### src/hdl/multichannel_timed_strobe_pwm_defines.svh
// ----------------------------------------------------------------------------
// Timed strobe PWM assertion macros
// Concurrent check wrappers used by the top RTL file of the block.
// ----------------------------------------------------------------------------
`ifndef MULTICHANNEL_TIMED_STROBE_PWM_DEFINES_SVH
`define MULTICHANNEL_TIMED_STROBE_PWM_DEFINES_SVH

// Same-cycle implication, held off during reset.
`define MTSPWM_ASSERT_SAME(label, clk, rst, ante, cons, msg) \
  label: assert property (@(posedge clk) disable iff (rst) (ante) |-> (cons)) \
    else $error(msg);

// Next-cycle implication, held off during reset.
`define MTSPWM_ASSERT_NEXT(label, clk, rst, ante, cons, msg) \
  label: assert property (@(posedge clk) disable iff (rst) (ante) |=> (cons)) \
    else $error(msg);

`endif

### src/hdl/mtspwm_pkg.sv
// ----------------------------------------------------------------------------
// Timed strobe PWM package
// Field widths, codes and channel record types for the strobe block.
// ----------------------------------------------------------------------------
`default_nettype none

package mtspwm_pkg;

  localparam int CHANNELS_DEF = 4;

  localparam int MODE_W  = 2;
  localparam int CHF_W   = 2;
  localparam int DUR_W   = 16;
  localparam int PER_W   = 16;
  localparam int DUTY_W  = 8;
  localparam int PH_W    = 16;
  localparam int EV_W    = 2;
  localparam int PROD_W  = PER_W + DUTY_W;
  localparam int DIFF_W  = PROD_W + 1;
  localparam int PCT     = 100;

  typedef logic [MODE_W-1:0] mode_t;
  localparam mode_t MODE_TICK  = 2'd0;
  localparam mode_t MODE_SETUP = 2'd1;
  localparam mode_t MODE_QUERY = 2'd2;

  typedef logic [EV_W-1:0] ev_code_t;
  localparam ev_code_t EV_TOGGLE   = 2'd0;
  localparam ev_code_t EV_COMPLETE = 2'd1;
  localparam ev_code_t EV_QUERY    = 2'd2;

  typedef struct packed {
    logic [DUR_W-1:0]  rem;
    logic [PER_W-1:0]  period;
    logic [DUTY_W-1:0] duty;
    logic [PH_W-1:0]   phase;
  } chan_t;

  typedef struct packed {
    chan_t    wb;
    logic     evt;
    ev_code_t code;
  } unit_out_t;

endpackage

`default_nettype wire

### src/hdl/mtspwm_ifs.sv
// ----------------------------------------------------------------------------
// Timed strobe PWM channel interfaces
// Valid/ready channels for command items and result items.
// ----------------------------------------------------------------------------
`default_nettype none

interface mtspwm_item_if import mtspwm_pkg::*; ();
  logic              valid;
  logic              ready;
  logic [MODE_W-1:0] mode;
  logic [CHF_W-1:0]  channel;
  logic [DUR_W-1:0]  duration;
  logic [PER_W-1:0]  period;
  logic [DUTY_W-1:0] duty;

  modport source (output valid, mode, channel, duration, period, duty, input ready);
  modport sink (input valid, mode, channel, duration, period, duty, output ready);
endinterface

interface mtspwm_result_if import mtspwm_pkg::*; ();
  logic             valid;
  logic             ready;
  logic [CHF_W-1:0] channel_res;
  logic [EV_W-1:0]  event_res;
  logic             active;
  logic             last;

  modport source (output valid, channel_res, event_res, active, last, input ready);
  modport sink (input valid, channel_res, event_res, active, last, output ready);
endinterface

`default_nettype wire

### src/hdl/mtspwm_bank.sv
// ----------------------------------------------------------------------------
// Timed strobe PWM channel bank
// Per-channel duration, period, duty and phase, one read and one write port.
// ----------------------------------------------------------------------------
`default_nettype none

module mtspwm_bank import mtspwm_pkg::*; #(
  parameter int CHANNELS = CHANNELS_DEF,
  localparam int CH_W = (CHANNELS > 1) ? $clog2(CHANNELS) : 1
) (
  input  logic            clk,
  input  logic            rst,
  input  logic [CH_W-1:0] rd_addr,
  output chan_t           rd,
  input  logic            wr_en,
  input  logic [CH_W-1:0] wr_addr,
  input  chan_t           wr
);

  chan_t entry [CHANNELS];

  always_ff @(posedge clk) begin
    if (rst) begin
      for (int i = 0; i < CHANNELS; i++) begin
        entry[i] <= '0;
      end
    end else if (wr_en) begin
      entry[wr_addr] <= wr;
    end
  end

  assign rd = entry[rd_addr];

endmodule

`default_nettype wire

### src/hdl/mtspwm_unit.sv
// ----------------------------------------------------------------------------
// Timed strobe PWM channel update unit
// Shared two-step datapath: duty product and phase step, then pulse compare.
// ----------------------------------------------------------------------------
`default_nettype none

module mtspwm_unit import mtspwm_pkg::*; (
  input  logic      clk,
  input  logic      load,
  input  chan_t     cur,
  output unit_out_t res
);

  chan_t              cur_q;
  logic [PROD_W-1:0]  prod;
  logic [PH_W-1:0]    ph_inc;
  logic [DUR_W-1:0]   rem_dec;
  logic [PH_W-1:0]    ph_sum;
  logic [DIFF_W-1:0]  pct_ph;
  logic [DIFF_W-1:0]  diff;
  logic               hit;
  logic               rem_nz;

  assign ph_sum = cur.phase + PH_W'(1);

  always_ff @(posedge clk) begin
    if (load) begin
      cur_q   <= cur;
      prod    <= PROD_W'(cur.period) * PROD_W'(cur.duty);
      ph_inc  <= (ph_sum == cur.period) ? '0 : ph_sum;
      rem_dec <= cur.rem - DUR_W'(1);
    end
  end

  // phase times one hundred as 64 + 32 + 4
  assign pct_ph = (DIFF_W'(ph_inc) << 6) + (DIFF_W'(ph_inc) << 5) + (DIFF_W'(ph_inc) << 2);
  assign diff   = DIFF_W'(prod) - pct_ph;
  assign hit    = (ph_inc == '0) || (!diff[DIFF_W-1] && (diff < DIFF_W'(PCT)));
  assign rem_nz = (cur_q.rem != '0);

  always_comb begin
    res      = '0;
    res.wb   = cur_q;
    res.code = EV_TOGGLE;
    if (rem_nz && (rem_dec == '0)) begin
      res.wb.rem    = '0;
      res.wb.period = '0;
      res.wb.phase  = '0;
      res.evt       = 1'b1;
      res.code      = EV_COMPLETE;
    end else begin
      if (rem_nz) begin
        res.wb.rem = rem_dec;
      end
      if (cur_q.period != '0) begin
        res.wb.phase = ph_inc;
        res.evt      = hit;
      end
    end
  end

endmodule

`default_nettype wire

### src/hdl/multichannel_timed_strobe_pwm.sv
// ----------------------------------------------------------------------------
// Multichannel timed strobe PWM
// Setup: written to the channel bank on acceptance, no result. Query: the channel
// is read in ST_QUERY and the answer is registered out from ST_FLUSH.
// Tick: each channel goes through ST_LOAD and ST_CHECK in the shared update unit,
// each event through ST_PUSH, and ST_FLUSH releases the final result.
// A new item is taken only in idle; output stalls can hold ST_PUSH and ST_FLUSH.
// Synchronous reset clears every channel to inactive and empties the output.
// ----------------------------------------------------------------------------
`default_nettype none
`include "multichannel_timed_strobe_pwm_defines.svh"

module multichannel_timed_strobe_pwm import mtspwm_pkg::*; #(
  parameter int CHANNELS = CHANNELS_DEF
) (
  input  logic              clk,
  input  logic              rst,
  mtspwm_item_if.sink       item,
  mtspwm_result_if.source   result
);

  localparam int CH_W = (CHANNELS > 1) ? $clog2(CHANNELS) : 1;

  typedef enum logic [5:0] {
    ST_IDLE  = 6'b000001,
    ST_QUERY = 6'b000010,
    ST_LOAD  = 6'b000100,
    ST_CHECK = 6'b001000,
    ST_PUSH  = 6'b010000,
    ST_FLUSH = 6'b100000
  } state_t;

  state_t           state;
  logic [CH_W-1:0]  idx;
  logic [CHF_W-1:0] ch_q;
  ev_code_t         ev_code;

  logic             held_valid;
  logic [CHF_W-1:0] held_ch;
  ev_code_t         held_code;
  logic             held_active;

  logic             out_valid;
  logic [CHF_W-1:0] out_ch;
  ev_code_t         out_code;
  logic             out_active;
  logic             out_last;

  logic             accept;
  logic             out_free;
  logic             out_load;
  logic             last_idx;
  logic             setup_ok;
  logic             query_ok;

  logic [CH_W-1:0]  rd_addr;
  chan_t            rd;
  logic             wr_en;
  logic [CH_W-1:0]  wr_addr;
  chan_t            wr;
  unit_out_t        ures;

  assign item.ready = (state == ST_IDLE);
  assign accept     = item.valid && item.ready;
  assign out_free   = !out_valid || result.ready;
  assign out_load   = held_valid && out_free && ((state == ST_PUSH) || (state == ST_FLUSH));
  assign last_idx   = (idx == CH_W'(CHANNELS - 1));
  assign setup_ok   = (int'(item.channel) < CHANNELS);
  assign query_ok   = (int'(ch_q) < CHANNELS);

  assign rd_addr = (state == ST_QUERY) ? CH_W'(ch_q) : idx;
  assign wr_en   = (accept && (item.mode == MODE_SETUP) && setup_ok) || (state == ST_CHECK);
  assign wr_addr = (state == ST_CHECK) ? idx : CH_W'(item.channel);

  always_comb begin
    if (state == ST_CHECK) begin
      wr = ures.wb;
    end else begin
      wr        = '0;
      wr.rem    = item.duration;
      wr.period = item.period;
      wr.duty   = item.duty;
    end
  end

  mtspwm_bank #(
    .CHANNELS (CHANNELS)
  ) u_bank (
    .clk     (clk),
    .rst     (rst),
    .rd_addr (rd_addr),
    .rd      (rd),
    .wr_en   (wr_en),
    .wr_addr (wr_addr),
    .wr      (wr)
  );

  mtspwm_unit u_unit (
    .clk  (clk),
    .load (state == ST_LOAD),
    .cur  (rd),
    .res  (ures)
  );

  always_ff @(posedge clk) begin
    if (rst) begin
      state      <= ST_IDLE;
      idx        <= '0;
      held_valid <= 1'b0;
      out_valid  <= 1'b0;
    end else begin
      if (out_valid && result.ready && !out_load) begin
        out_valid <= 1'b0;
      end
      case (state)
        ST_IDLE: begin
          if (accept) begin
            ch_q <= item.channel;
            case (item.mode)
              MODE_TICK: begin
                idx   <= '0;
                state <= ST_LOAD;
              end
              MODE_QUERY: begin
                state <= ST_QUERY;
              end
              default: begin
                state <= ST_IDLE;
              end
            endcase
          end
        end
        ST_QUERY: begin
          held_valid  <= 1'b1;
          held_ch     <= ch_q;
          held_code   <= EV_QUERY;
          held_active <= query_ok && ((rd.rem != '0) || (rd.period != '0));
          state       <= ST_FLUSH;
        end
        ST_LOAD: begin
          state <= ST_CHECK;
        end
        ST_CHECK: begin
          if (ures.evt) begin
            ev_code <= ures.code;
            state   <= ST_PUSH;
          end else if (last_idx) begin
            state <= ST_FLUSH;
          end else begin
            idx   <= idx + CH_W'(1);
            state <= ST_LOAD;
          end
        end
        ST_PUSH: begin
          if (!held_valid || out_free) begin
            // release the earlier event, hold this one until the next is known
            if (held_valid) begin
              out_valid  <= 1'b1;
              out_ch     <= held_ch;
              out_code   <= held_code;
              out_active <= held_active;
              out_last   <= 1'b0;
            end
            held_valid  <= 1'b1;
            held_ch     <= CHF_W'(idx);
            held_code   <= ev_code;
            held_active <= 1'b0;
            if (last_idx) begin
              state <= ST_FLUSH;
            end else begin
              idx   <= idx + CH_W'(1);
              state <= ST_LOAD;
            end
          end
        end
        ST_FLUSH: begin
          if (!held_valid) begin
            state <= ST_IDLE;
          end else if (out_free) begin
            out_valid  <= 1'b1;
            out_ch     <= held_ch;
            out_code   <= held_code;
            out_active <= held_active;
            out_last   <= 1'b1;
            held_valid <= 1'b0;
            state      <= ST_IDLE;
          end
        end
        default: begin
          state <= ST_IDLE;
        end
      endcase
    end
  end

  assign result.valid       = out_valid;
  assign result.channel_res = out_ch;
  assign result.event_res   = out_code;
  assign result.active      = out_active;
  assign result.last        = out_last;

  `MTSPWM_ASSERT_SAME(a_idle_no_held, clk, rst,
    state == ST_IDLE, !held_valid, "held result left in idle")
  `MTSPWM_ASSERT_SAME(a_query_last, clk, rst,
    out_valid && (out_code == EV_QUERY), out_last, "query answer not last")
  `MTSPWM_ASSERT_NEXT(a_tick_start, clk, rst,
    accept && (item.mode == MODE_TICK), (state == ST_LOAD) && (idx == '0),
    "tick did not start at channel zero")

endmodule

`default_nettype wire

### src/flat_wrapper.sv
// flat-port wrapper written by rule: the top's interface ports become plain ports
module multichannel_timed_strobe_pwm_flat import mtspwm_pkg::*;
#(
  parameter int CHANNELS = CHANNELS_DEF
)
  (clk, rst, item_valid, item_mode, item_channel, item_duration, item_period, item_duty, item_ready, result_valid, result_channel_res, result_event_res, result_active, result_last, result_ready);
  mtspwm_item_if item_i ();
  mtspwm_result_if result_i ();
  input  logic clk;
  input  logic rst;
  input wire logic [$bits(item_i.valid)-1:0] item_valid;
  input wire logic [$bits(item_i.mode)-1:0] item_mode;
  input wire logic [$bits(item_i.channel)-1:0] item_channel;
  input wire logic [$bits(item_i.duration)-1:0] item_duration;
  input wire logic [$bits(item_i.period)-1:0] item_period;
  input wire logic [$bits(item_i.duty)-1:0] item_duty;
  output wire logic [$bits(item_i.ready)-1:0] item_ready;
  output wire logic [$bits(result_i.valid)-1:0] result_valid;
  output wire logic [$bits(result_i.channel_res)-1:0] result_channel_res;
  output wire logic [$bits(result_i.event_res)-1:0] result_event_res;
  output wire logic [$bits(result_i.active)-1:0] result_active;
  output wire logic [$bits(result_i.last)-1:0] result_last;
  input wire logic [$bits(result_i.ready)-1:0] result_ready;
  assign item_i.valid = item_valid;
  assign item_i.mode = item_mode;
  assign item_i.channel = item_channel;
  assign item_i.duration = item_duration;
  assign item_i.period = item_period;
  assign item_i.duty = item_duty;
  assign item_ready = item_i.ready;
  assign result_valid = result_i.valid;
  assign result_channel_res = result_i.channel_res;
  assign result_event_res = result_i.event_res;
  assign result_active = result_i.active;
  assign result_last = result_i.last;
  assign result_i.ready = result_ready;
  multichannel_timed_strobe_pwm #(.CHANNELS(CHANNELS)) u_core (.clk(clk), .rst(rst), .item(item_i), .result(result_i));
endmodule
### config.mk
export PLATFORM = sky130hd
export DESIGN_NAME = multichannel_timed_strobe_pwm_flat
export DESIGN_NICKNAME = d
export VERILOG_FILES = /design/src/hdl/mtspwm_pkg.sv /design/src/hdl/mtspwm_ifs.sv /design/src/hdl/mtspwm_bank.sv /design/src/hdl/mtspwm_unit.sv /design/src/hdl/multichannel_timed_strobe_pwm.sv /design/src/flat_wrapper.sv
export VERILOG_INCLUDE_DIRS = /design/src /design/src/hdl
export SDC_FILE = /design/constraint.sdc
export NUM_CORES = 1
export LEC_CHECK = 0
export BUFFER_PORTS_ARGS = -buffer_cell sky130_fd_sc_hd__buf_2
export CAP_MARGIN = 20
export CELL_PAD_IN_SITES_DETAIL_PLACEMENT = 1
export CELL_PAD_IN_SITES_GLOBAL_PLACEMENT = 2
export CORE_MARGIN = 4
export CORE_UTILIZATION = 43
export DETAILED_ROUTE_END_ITERATION = 12
export GPL_ROUTABILITY_DRIVEN = 0
export GPL_TIMING_DRIVEN = 0
export PLACE_DENSITY = 0.78
export SKIP_CTS_REPAIR_TIMING = 1
export SLEW_MARGIN = 40
export SYNTH_ARGS = -nofsm -noshare
export SYNTH_HDL_FRONTEND = slang
export SYNTH_SLANG_ARGS = --single-unit
### constraint.sdc
create_clock -name clk -period 10.8 [get_ports clk]
set_input_delay 1.08 -clock clk [delete_from_list [all_inputs] [get_ports clk]]
set_output_delay 1.08 -clock clk [all_outputs]
set_load 0.1 [all_outputs]
==> impl_metrics.env <==
export IMPL_whs_path_depth=0
export IMPL_finalMaxSlewViolations=0
export IMPL_clock_sinks=358
export IMPL_tritoncts="done"
export IMPL_setup_worst_path_start_class="register"
export IMPL_grt_pass1_vias=16985
export IMPL_p_per_area_nw_per_um2=139
export IMPL_crit_fanout=10
export IMPL_rows=82
export IMPL_critPathSlowestCell="clkbuf_1"
export IMPL_fin_area_sq_um=25100
export IMPL_yosysTopAreaCell="edfxtp_1"
export IMPL_ys_ff_latch=358
export IMPL_track_usage_pct=23.5
export IMPL_htree_levels=2
export IMPL_synth_warnings=0
export IMPL_min_period_ns=10.15
export IMPL_instances_no_fill=2916
export IMPL_drc=0
export IMPL_yosysTopAreaCellShare_pct=47.2
export IMPL_vdd_ir_drop_max_mv=0.130
export IMPL_antenna_found_initial=0
export IMPL_slowest_delay_ns=0.57
export IMPL_viasPerCell=5.45
export IMPL_crit_type="reg -> reg"
export IMPL_die_height_um=235
export IMPL_finalSetupViolCount=0
export IMPL_rsz0062_at_grt="no"
export IMPL_grt_max_degree=30
export IMPL_fin_crit_sh_pct=94.0
export IMPL_top_layer="met4"
export IMPL_wire_per_inst_um=22.4
export IMPL_synth_edf_count=348
export IMPL_vias=15904
export IMPL_ys_top_cells_by_area="edfxtp_1, fa_1, nor2_1"
export IMPL_status="finished, final reports clean"
export IMPL_diodes=0
export IMPL_wl_met1_mm=29.2
export IMPL_root_buffer="clkbuf_16"
export IMPL_postRouteAntennaNets=0
export IMPL_initial_core_util_pct=43.8
export IMPL_wirelength_mm=65.4
export IMPL_synth_nets=2323
export IMPL_die_w_um=235
export IMPL_async_reset_ff_share_pct=0
export IMPL_wl_met2_mm=31.6
export IMPL_ys_types=80
export IMPL_drt_iter0_drc=1079
export IMPL_fmax_mhz=98.5
export IMPL_synth_avg_cell_area_sq_um=10.6
export IMPL_syn_inst=2085
export IMPL_firstDrtPassIters=5
export IMPL_crit_path_end_kind="register"
export IMPL_fin_util_pct=49.7
export IMPL_hold_viol_final=0
export IMPL_p_leak_nw=11.0
export IMPL_wl_met3_mm=3.14
export IMPL_areaGrowthSynthToFinish_pct=13.2
export IMPL_dieArea_sq_um=55200
export IMPL_grt_pass1_wl_mm=101
export IMPL_cts_buffers=42
export IMPL_io_pins=56
export IMPL_clock_path_buffers=3
export IMPL_dpl_instance_area_sq_um=23700
export IMPL_reg2reg_depth=35
export IMPL_clk_pin_slew_ns=0.06
export IMPL_drive_gt1_share_pct=11.1
export IMPL_nNetsFinal=2448
export IMPL_dp_hpwl_mm=48.9
export IMPL_required_ns=11.07
export IMPL_whs_ns=0.420
export IMPL_synth_cell_area_sq_um=22100
export IMPL_cap_violations=0
export IMPL_crit_arrival_ns=10.43
export IMPL_yosysSeqAreaShare_pct=48.1
export IMPL_finClkSkew_ns=0.0421
export IMPL_ys_flop_type="edfxtp_1"
export IMPL_clk_latency_ns=0.58
export IMPL_grt_ovfl_total=0
export IMPL_core_sq_um=50500
export IMPL_worst_pin_slew_ns=0.893
export IMPL_place_inst=2839
export IMPL_relSlewSlack_pct=40.5
export IMPL_min_path_type="reg -> reg"
export IMPL_portBuffers=55
==> layer usage <==
metal | track usage (%) | vias up
li1 | - | 7359
met1 | 32.5 | 8111
met2 | 39.6 | 346
met3 | 2.99 | 88
met4 | 5.80 | 0
met5 | 0 | -
==> worst max-delay path, delay by kind of cell (launching register included) <==
family                     cells  cell delay [ns]
and+or+nand+nor                5             1.30
xor gates and xnor gates       1             0.28
AOI/OAI and AO/OA             10             2.18
adders and majority gates      5             2.44
DFF                            1             0.31
muxes                          1             0.20
buffers and inverters         13             3.11
==> registers in the layout, indices dropped and copies added, names as in the netlist, 6 cells and up <==
register,flops
u_core.u_unit.res,8
u_core.u_bank.entry,224
u_core.u_unit.rem_dec,16
u_core.u_unit.cur_q,48
u_core.u_unit.prod,22
u_core.u_unit.ph_inc,16
u_core.state,6
==> cells in the mapped netlist (all sizes together), types with 26 or more instances <==
| cell | instances |
|---|---|
| a21oi | 62 |
| and3 | 32 |
| buf | 28 |
| clkbuf | 57 |
| edfxtp | 348 |
| fa | 111 |
| ha | 79 |
| inv | 269 |
| mux2 | 49 |
| mux2i | 91 |
| nand2 | 223 |
| nor2 | 334 |
| nor4 | 26 |
| o21ai | 48 |
| xnor2 | 53 |
==> cells in the final DEF, fill, tap and decap left out, drive strengths merged, types with 19 or more instances in the layout <==
master / instances
nor3: 25
mux2i: 91
o21ai: 48
nand3: 19
nor4: 26
mux2: 49
nor2: 334
xnor2: 53
edfxtp: 348
inv: 273
fa: 111
ha: 79
nand2: 223
and3: 32
clkbuf: 108
a21oi: 62
buf: 109
==> final timing paths <==
kind | from | slack, ns | end
worst max register to register | u_core.state[3] | 0.65 | u_core.u_unit.prod[23]
worst min-delay path | u_core.held_active | 0.42 | u_core.result.active
worst min register to register | u_core.held_active | 0.42 | u_core.result.active
worst max-delay path | u_core.state[3] | 0.65 | u_core.u_unit.prod[23]
==> per-stage QoR <==
step	total power, mW	TNS [ns]	setup WS, ns
floorplan	1.94	0	1.04
global placement	2.07	-352.11	-3.18
detailed placement	2.09	0	0.577
CTS	3.52	0	0.498
global route	3.65	0	0.0270
finish	3.49	0	0.645
==> layout make-up <==
| cell class | instances | area, sq um |
|---|---|---|
| Fill cell | 5543 | 25400 |
| Sequential cell | 358 | 10700 |
| Multi-Input combinational cell | 1370 | 10200 |
| Clock buffer | 51 | 1080 |
| Inverter | 272 | 1030 |
| Tap cell | 672 | 841 |
| Timing Repair Buffer | 82 | 566 |
| Buffer | 84 | 417 |
| Clock inverter | 27 | 307 |
==> logic make-up after synthesis <==
family,after synthesis,share of synthesized area (%)
AO/OA/AOI/OAI,223,6.61
XOR/XNOR,63,2.49
adder cells (fa/ha/maj),190,14.5
buffers and inverters,357,6.49
flip-flops,358,48.1
multiplexers,140,6.61
AND/OR/NAND/NOR,754,15.2
==> power breakdown <==
group	switching (mW)	internal, mW	leakage [nW]
Clock	0.587	0.845	0.672
Combinational	0.295	0.177	6.80
Sequential	0.0134	1.57	3.53
Total	0.895	2.59	11.0
Power figures use the tool's default switching activity.
